### config.mk
export PLATFORM = sky130hd
export DESIGN_NAME = gcd_div
export DESIGN_NICKNAME = d
export VERILOG_FILES = /design/src/rtl/core/gcd_pkg.sv /design/src/rtl/core/gcd_div.sv
export SDC_FILE = /design/constraint.sdc
export NUM_CORES = 2
export LEC_CHECK = 0
export ABC_AREA = 1
export BUFFER_PORTS_ARGS = -buffer_cell sky130_fd_sc_hd__buf_4
export CORE_MARGIN = 10
export CORE_UTILIZATION = 52
export DETAILED_ROUTE_END_ITERATION = 12
export MAX_ROUTING_LAYER = met4
export PLACE_DENSITY_LB_ADDON = 0.08
export SLEW_MARGIN = 5
export SYNTH_ARGS = -nofsm -noshare
export SYNTH_HDL_FRONTEND = slang
export SYNTH_SLANG_ARGS = --single-unit
### constraint.sdc
create_clock -name clk -period 13.25 [get_ports clk]
set_clock_uncertainty 0.2 [all_clocks]
set_input_delay 1.9875 -clock clk [delete_from_list [all_inputs] [get_ports clk]]
set_output_delay 1.9875 -clock clk [all_outputs]
set_load 0.02 [all_outputs]
### src/rtl/core/gcd_pkg.sv
// ----------------------------------------------------------------------------
// gcd_pkg
// Shared types, constants and helper functions for the great-circle
// distance pipeline.
// ----------------------------------------------------------------------------
`timescale 1ns / 1ps

package gcd_pkg;

  // default configuration
  localparam int ANGLE_BITS_DEF     = 32;
  localparam int DIST_FRAC_BITS_DEF = 16;

  // fixed-point formats
  localparam int TRIG_FRAC    = 30;
  localparam int CORDIC_ITERS = 31;
  localparam int XY_W         = 34;
  localparam int Z_W          = 64;
  localparam int ROT_LANES    = 4;
  localparam int SQ_LANES     = 2;
  localparam int SQ_N_W       = 2 * TRIG_FRAC + 1;
  localparam int SQ_RES_W     = SQ_N_W + 1;
  localparam int SQ_OUT_W     = TRIG_FRAC + 1;
  localparam int NUM_W        = 58;
  localparam int QINT_BITS    = 15;
  localparam int MAX_NM       = 10800;
  localparam int MIN_PER_TURN = 21600;

  typedef logic signed [XY_W-1:0] xy_t;
  typedef logic signed [Z_W-1:0]  ang_t;

  localparam logic [63:0] PI_Q60    = 64'h3243F6A8885A308D;
  localparam logic [31:0] PI_LO     = PI_Q60[31:0];
  localparam logic [29:0] PI_HI     = PI_Q60[61:32];
  localparam logic [63:0] PI_Q40    = PI_Q60 >> 20;
  localparam xy_t         CORDIC_X0 = 34'sd652032874;
  localparam xy_t         TRIG_ONE  = xy_t'(1) <<< TRIG_FRAC;

  // floor(2^e / d) by shift-subtract, used at elaboration only
  function automatic logic [63:0] pow2_div(input int e, input int d);
    logic [63:0] r;
    logic [63:0] q;
    r = '0;
    q = '0;
    for (int b = 63; b >= 0; b--) begin
      r = {r[62:0], (b == e)};
      if (r >= 64'(d)) begin
        r    = r - 64'(d);
        q[b] = 1'b1;
      end
    end
    return q;
  endfunction

  // atan(2^-i) in Q60, truncated alternating series
  function automatic ang_t atan_q60(input int i);
    ang_t sum;
    ang_t t;
    int   e;
    sum = '0;
    if (i == 0) begin
      sum = ang_t'(PI_Q60 >> 2);
    end else begin
      for (int k = 0; k < 64; k++) begin
        e = 60 - i * (2 * k + 1);
        if (e >= 0) begin
          t   = ang_t'(pow2_div(e, 2 * k + 1));
          sum = k[0] ? sum - t : sum + t;
        end
      end
    end
    return sum;
  endfunction

  // q30 by q30 product, magnitude truncated toward zero
  function automatic xy_t mulq(input xy_t a, input xy_t b);
    logic [XY_W-1:0]   ua;
    logic [XY_W-1:0]   ub;
    logic [2*XY_W-1:0] p;
    xy_t               m;
    ua = a[XY_W-1] ? XY_W'(-a) : XY_W'(a);
    ub = b[XY_W-1] ? XY_W'(-b) : XY_W'(b);
    p  = {{XY_W{1'b0}}, ua} * {{XY_W{1'b0}}, ub};
    m  = xy_t'(p >> TRIG_FRAC);
    return (a[XY_W-1] != b[XY_W-1]) ? -m : m;
  endfunction

endpackage

### src/rtl/core/gcd_div.sv
// ----------------------------------------------------------------------------
// gcd_div
// Division by the constant pi in q40 through a reciprocal product and one
// remainder correction, turning scaled arc-minutes into miles with fraction
// bits. Five register stages.
// ----------------------------------------------------------------------------
`timescale 1ns / 1ps

module gcd_div #(
  parameter  int DIST_FRAC_BITS = gcd_pkg::DIST_FRAC_BITS_DEF,
  localparam int QB             = gcd_pkg::QINT_BITS + DIST_FRAC_BITS
) (
  input  logic                      clk,
  input  logic                      rst_n,
  input  logic                      en,
  input  logic                      in_valid,
  input  logic [gcd_pkg::NUM_W-1:0] in_num,
  output logic                      out_valid,
  output logic [QB-1:0]             out_q
);
  import gcd_pkg::*;

  localparam int LO_W = NUM_W / 2;
  localparam int HI_W = NUM_W - LO_W;
  localparam int RB   = DIST_FRAC_BITS + 17;
  localparam int RW   = 44;
  localparam int DL_W = 32;
  localparam int DH_W = RW - DL_W;
  localparam int NL_W = RW - DIST_FRAC_BITS;

  // floor(2^(NUM_W + DIST_FRAC_BITS) / pi_q40), estimate is low by at most one
  localparam logic [127:0]    RECIP_W =
    (128'd1 << (NUM_W + DIST_FRAC_BITS)) / {64'd0, PI_Q40};
  localparam logic [RB-1:0]   RECIP  = RECIP_W[RB-1:0];
  localparam logic [DL_W-1:0] DIV_LO = PI_Q40[DL_W-1:0];
  localparam logic [DH_W-1:0] DIV_HI = PI_Q40[RW-1:DL_W];
  localparam logic [RW-1:0]   DIV_RW = PI_Q40[RW-1:0];

  // reciprocal partial products
  logic                 v1_r;
  logic [LO_W+RB-1:0]   pl_r;
  logic [HI_W+RB-1:0]   ph_r;
  logic [NL_W-1:0]      n1_r;

  always_ff @(posedge clk) begin
    if (!rst_n) begin
      v1_r <= 1'b0;
    end else if (en) begin
      v1_r <= in_valid;
    end
  end

  always_ff @(posedge clk) begin
    if (en) begin
      pl_r <= {{RB{1'b0}}, in_num[LO_W-1:0]} * {{LO_W{1'b0}}, RECIP};
      ph_r <= {{RB{1'b0}}, in_num[NUM_W-1:LO_W]} * {{HI_W{1'b0}}, RECIP};
      n1_r <= in_num[NL_W-1:0];
    end
  end

  // quotient estimate
  logic                v2_r;
  logic [NUM_W+RB-1:0] full;
  logic [QB-1:0]       est2_r;
  logic [NL_W-1:0]     n2_r;

  assign full = {ph_r, {LO_W{1'b0}}} + {{HI_W{1'b0}}, pl_r};

  always_ff @(posedge clk) begin
    if (!rst_n) begin
      v2_r <= 1'b0;
    end else if (en) begin
      v2_r <= v1_r;
    end
  end

  always_ff @(posedge clk) begin
    if (en) begin
      est2_r <= full[NUM_W+QB-1:NUM_W];
      n2_r   <= n1_r;
    end
  end

  // low bits of estimate times divisor
  logic            v3_r;
  logic [RW-1:0]   ml_r;
  logic [DH_W-1:0] mh_r;
  logic [QB-1:0]   est3_r;
  logic [NL_W-1:0] n3_r;

  always_ff @(posedge clk) begin
    if (!rst_n) begin
      v3_r <= 1'b0;
    end else if (en) begin
      v3_r <= v2_r;
    end
  end

  always_ff @(posedge clk) begin
    if (en) begin
      ml_r   <= {{(RW-QB){1'b0}}, est2_r} * {{(RW-DL_W){1'b0}}, DIV_LO};
      mh_r   <= est2_r[DH_W-1:0] * DIV_HI;
      est3_r <= est2_r;
      n3_r   <= n2_r;
    end
  end

  // remainder, below twice the divisor
  logic          v4_r;
  logic [RW-1:0] r4_r;
  logic [QB-1:0] est4_r;

  always_ff @(posedge clk) begin
    if (!rst_n) begin
      v4_r <= 1'b0;
    end else if (en) begin
      v4_r <= v3_r;
    end
  end

  always_ff @(posedge clk) begin
    if (en) begin
      r4_r   <= {n3_r, {DIST_FRAC_BITS{1'b0}}} - ml_r - {mh_r, {DL_W{1'b0}}};
      est4_r <= est3_r;
    end
  end

  // correct the estimate by one
  logic          v5_r;
  logic [QB-1:0] q_r;

  always_ff @(posedge clk) begin
    if (!rst_n) begin
      v5_r <= 1'b0;
    end else if (en) begin
      v5_r <= v4_r;
    end
  end

  always_ff @(posedge clk) begin
    if (en) begin
      q_r <= (r4_r >= DIV_RW) ? est4_r + QB'(1) : est4_r;
    end
  end

  assign out_valid = v5_r;
  assign out_q     = q_r;

endmodule

### Word level (Yosys, flattened, before mapping)

Cells that the tools add are included.

| word-level totals | value |
|---|---|
| register bits after elaboration | 429 |
| bits of input ports | 62 |
| output and inout port bits | 32 |
| logic and storage cells | 27 |

| operators by class | value |
|---|---|
| add/subtract/negate cells | 4 |
| multipliers | 4 |
| order comparisons | 1 |
| muxes and demuxes | 1 |

Operators with widths:

| cell | count |
|---|---|
| $add A89 B62 Y89 | 1 |
| $sub A44 B44 Y44 | 2 |
| $mul A29 B31 Y60 const B | 1 |
| $mul A29 B31 Y58 const B | 1 |
| $ge A44 B42 Y1 const B | 1 |
| $mul A31 B30 Y44 const B | 1 |
| $add A31 B1 Y31 const B | 1 |
| $mux W31 | 1 |
| $mul A12 B8 Y10 const B | 1 |

### Longest topological paths before layout

| depth | value |
|---|---|
| depth in word-level cells | 2 |
| gate-level depth with buffers | 29 |
| gate-level depth less buffers | 29 |

### Least setup slack after synthesis

Ideal clock, no wire load.

| path | value |
|---|---|
| path kind | input to register |
| start | in in_num[37] (netlist bit) |
| end | reg ph_r[40] (data pin) |
| arrival time | 7.331 ns |
| path slack | 5.467 ns |
| stages on the path | 22 |
| path buffers | 0 |
| path through | fa_1 -> inv_1 -> fa_1 -> fa_1 -> inv_1 -> fa_1 -> fa_1 -> fa_1 -> fa_1 -> fa_1 -> ha_1 -> nand2_1 -> nor2_1 -> inv_1 -> nor2_2 -> nand2_1 -> clkinv_1 -> nand3_1 -> nand3_1 -> nand2_1 -> inv_1 -> nor2_1 |

| on the way | value |
|---|---|
| cells in the longest elaborated chain, start to end | 1 |

RTL lines:

| element | RTL line | source |
|---|---|---|
| start: declaration | gcd_div.sv:17 | `input logic [gcd_pkg::NUM_W-1:0] in_num,` |
| $mul A29 B31 Y58 | gcd_div.sv:56 | `ph_r <= {{RB{1'b0}}, in_num[NUM_W-1:LO_W]} * {{HI_W{1'b0}}, RECIP};` |
| end signal: assignment | gcd_div.sv:56 |  |
| end: declaration | gcd_div.sv:42 | `logic [HI_W+RB-1:0] ph_r;` |

Every way passes these cells.
A chain may end at the register's enable or synchronous reset.

### Worst setup path in the final report

| path | value |
|---|---|
| start | in in_num[8] (netlist bit) |
| end | reg pl_r[35] (data pin) |

| on the way | value |
|---|---|
| cells in the longest elaborated chain, start to end | 1 |

RTL lines:

| element | RTL line | source |
|---|---|---|
| $mul A29 B31 Y60 | gcd_div.sv:55 | `pl_r <= {{RB{1'b0}}, in_num[LO_W-1:0]} * {{LO_W{1'b0}}, RECIP};` |
| end signal: assignment | gcd_div.sv:55 |  |
| end: declaration | gcd_div.sv:41 | `logic [LO_W+RB-1:0] pl_r;` |

Every way passes these cells.

==> results by group <==
Outcome
  – Status: completed

STA
  – Setup tns final: 0 ns
  – Tcrit/Tclk final: 0.620
  – Max Clk Rate: between 100 and 150 MHz
  – Final Max Slew Viols: 0
  – Worst-Margin Slew: roughly 1.2 ns
  – Final Hold Viols: 0
  – Setup WS post-layout: roughly 5.0 ns
  – Crit path time final: around 8 ns
  – Worst slew margin: 0.218
  – Unrepaired setup endpoints after global routing: no
  – Final setup vio count: 0

Logic synthesis
  – Sequential-to-total area share from yosys stat: 0.173
  – Ys flop type: edfxtp_1
  – Cell variety after synth: 46
  – Post-synth EDFFs: between 300 and 400
  – Syn. warnings: 0
  – Mapped cell area: between 60000 and 70000 µm²
  – Async set-or-reset flop fraction in the synthesized netlist: 0
  – FF+latch count, synth: about 390
  – Syn_nets: slightly above 10000
  – Syn Area/Cell: 8.45 µm²
  – Synth Instances: about 8100

Clock network
  – TritonCTS Buffers: 49
  – Clock H-tree levels: 2
  – CTS Root Buffer Type: clkbuf_16
  – Post-CTS setup buffer count: 0
  – CTS max path bufs: 3
  – Sink Count: 394
  – Skew-Pair Late Insertion Delay: around 0.66 ns
  – Hold buffers post-CTS: 0
  – CTS resizes: 0
  – Clk slew on worst S/H paths: 0.07 ns
  – TritonCTS clock tree: built

Global routing
  – Largest net degree at the start of global routing: 153
  – Number of global-route vias before repair: 53900
  – First-pass GRT wire length: about 320000 µm
  – Global route overflow: 0
  – Global Route Usage Sum: 0.300
  – Initial antenna violation count: 4

Setup path
  – Data arrival, critical path: approximately 8.4 ns
  – Critical Path Source Type: input port
  – Critical path peak fanout: 8
  – R2R Setup Slk: roughly 5.7 ns
  – Crit. End Element: register
  – CP required: between 10 and 15 ns
  – R2r worst-path depth: 23
  – Launching point of the worst reg2reg path: est2_r[9]$_DFFE_PP_
  – Worst reg2reg endpoint: ml_r[42]$_DFFE_PP_
  – WS Path Type: input port to register

Final layout
  – FF/Latch Area: 11800 µm²
  – Cell area after layout: a little over 70000 µm²
  – Fillers: around 12000
  – Area occupied by multi-input gates: roughly 48000 µm²
  – Nets: roughly 10000
  – Final Core Density: 0.560
  – Antenna Cells: 0
  – Share of post-route cells with drive strength above 1: 0.0352
  – Area added between synthesis and finish: 6.80%

Placed design
  – Placement Cell Area: between 70000 and 80000 µm²
  – RePlAce Congestion: 1.03
  – Buffers added on ports: 93
  – Pre-CTS setup slack: 4.40 ns
  – Hpwl dp: approximately 190000 µm

Hold path
  – HP Start: est3_r[17]$_DFFE_PP_
  – Hold Path Sink: est4_r[17]$_DFFE_PP_
  – Hold Path Stages: 0
  – Worst Hold Class: register to register

Floorplan
  – DIE WIDTH: 382 µm
  – Die ar.: about 150000 µm²
  – # IOs: 94
  – Num rows: ~130
  – Starting Density: 0.524
  – Core area: approximately 130000 µm²
  – Die Y-Extent: around 380 µm

Drt
  – Vias: ~52000
  – Initial DRC count: a little under 4000
  – DR pass1 iterations: 5
  – # DRC: 0
  – Vias per Instance: 5.22
  – WL final: around 210000 µm
  – Wirelength per Cell: between 20 and 25 µm
  – DRT antenna net count: 0

Job
  – Total of max-cap violations: 0
==> Yosys cell counts, drive strengths merged (3+ instances only) <==
cell type / n / share of area
inv: 2267 / 0.12
dfxtp: 5 / 0.0015
nand4: 111 / 0.010
nand3b: 8 / 0.00088
a21o: 12 / 0.0013
ha: 1097 / 0.20
fa: 939 / 0.28
nor4: 6 / 0.00064
and3: 3 / 0.00028
o211ai: 3 / 0.00048
o21bai: 42 / 0.0048
nor2: 492 / 0.029
o21ai: 141 / 0.010
edfxtp: 389 / 0.17
buf: 13 / 0.0013
and2: 11 / 0.0010
or2: 9 / 0.00083
a21boi: 4 / 0.00044
xnor2: 32 / 0.0041
nand2: 1725 / 0.096
a21oi: 261 / 0.019
nor3: 66 / 0.0061
nand3: 298 / 0.023
xor2: 113 / 0.015
==> how the worst max path moves through the flow <==
stage | startpoint | endpoint | slack (ns) | cells after the start
floorplan | in_num[37] | ph_r[40]$_DFFE_PP_ | 5.47 | 22
global placement | in_num[37] | ph_r[41]$_DFFE_PP_ | 4.35 | 19
detailed placement | in_num[37] | ph_r[41]$_DFFE_PP_ | 4.40 | 19
CTS | in_num[37] | ph_r[41]$_DFFE_PP_ | 5.10 | 19
global route | in_num[8] | pl_r[40]$_DFFE_PP_ | 4.82 | 19
finish | in_num[8] | pl_r[35]$_DFFE_PP_ | 5.04 | 18
==> metrics by stage <==
stage,hold slack [ns],instances
after floorplan,0.200,8055
after detailed placement,0.205,9889
after global placement,0.201,9889
after CTS,0.213,9979
final,0.211,9979
after global routing,0.217,9979
==> placed cells by master (no fill, tap or decap), drive strengths merged, types with 2 or more instances in the layout <==
cell      Yosys  final
nand2b        2      2
o21ai       141    141
a21boi        4      4
a31oi         2      2
nand3       298    298
nand2      1725   1725
edfxtp      389    389
a21oi       261    261
ha         1097   1097
a21o         12     12
clkinv        1     15
o21bai       42     42
inv        2267   2273
xor2        113    113
and3          3      3
clkinvlp      0      8
nor2        492    492
dfxtp         5      5
and2         11     11
nand3b        8      8
clkbuf        0     54
nor3         66     66
o211ai        3      3
nand4       111    111
or2           9      9
xnor2        32     32
nor4          6      6
buf          13    105
fa          939    939
bufinv        0      8
==> per-layer routing <==
metal / global-route usage / part of all wire
met2: 0.471 / 0.46
met1: 0.412 / 0.46
met3: 0.0342 / 0.056
met4: 0.0777 / 0.030
met5: - / 0
==> cell type report <==
type / instances / share of cell area
Clock inverter: 36 / 0.00656
Multi-Input combinational cell: 5380 / 0.656
Tap cell: 1742 / 0.0300
Sequential cell: 394 / 0.162
Clock buffer: 54 / 0.0171
Timing Repair Buffer: 105 / 0.0111
Inverter: 2268 / 0.117
==> sequential cells by signal (all words and copies together) (netlist names), 29 cells and up <==
signal,flops
est2_r,31
est3_r,29
est4_r,30
ml_r,44
out_q,31
ph_r,58
pl_r,31
r4_r,44
==> cell families after synthesis <==
kind of cell,count (synthesis),synth area share
AO/OA/AOI/OAI,467,0.0371
flip-flops,394,0.173
AND/OR/NAND/NOR,2732,0.167
XOR/XNOR,145,0.0187
buffers and inverters,2281,0.126
adder cells (fa/ha/maj),2036,0.478
==> worst max-delay path: stages <==
cell and delay (ns):
buf_4 0.18, fa_1 0.83, inv_1 0.11, fa_1 0.50, fa_1 0.56, inv_1 0.07
fa_1 0.48, fa_1 0.57, fa_1 0.43, fa_1 0.51, fa_1 0.41, ha_1 0.33
nand2_1 0.11, nor2_1 0.30, nand2_1 0.22, o21ai_0 0.36, a21oi_1 0.12, xnor2_1 0.35
Power is left out: the tool's default activity adds up to more than one toggle a clock period on the data nets, which glitch-free logic cannot reach.
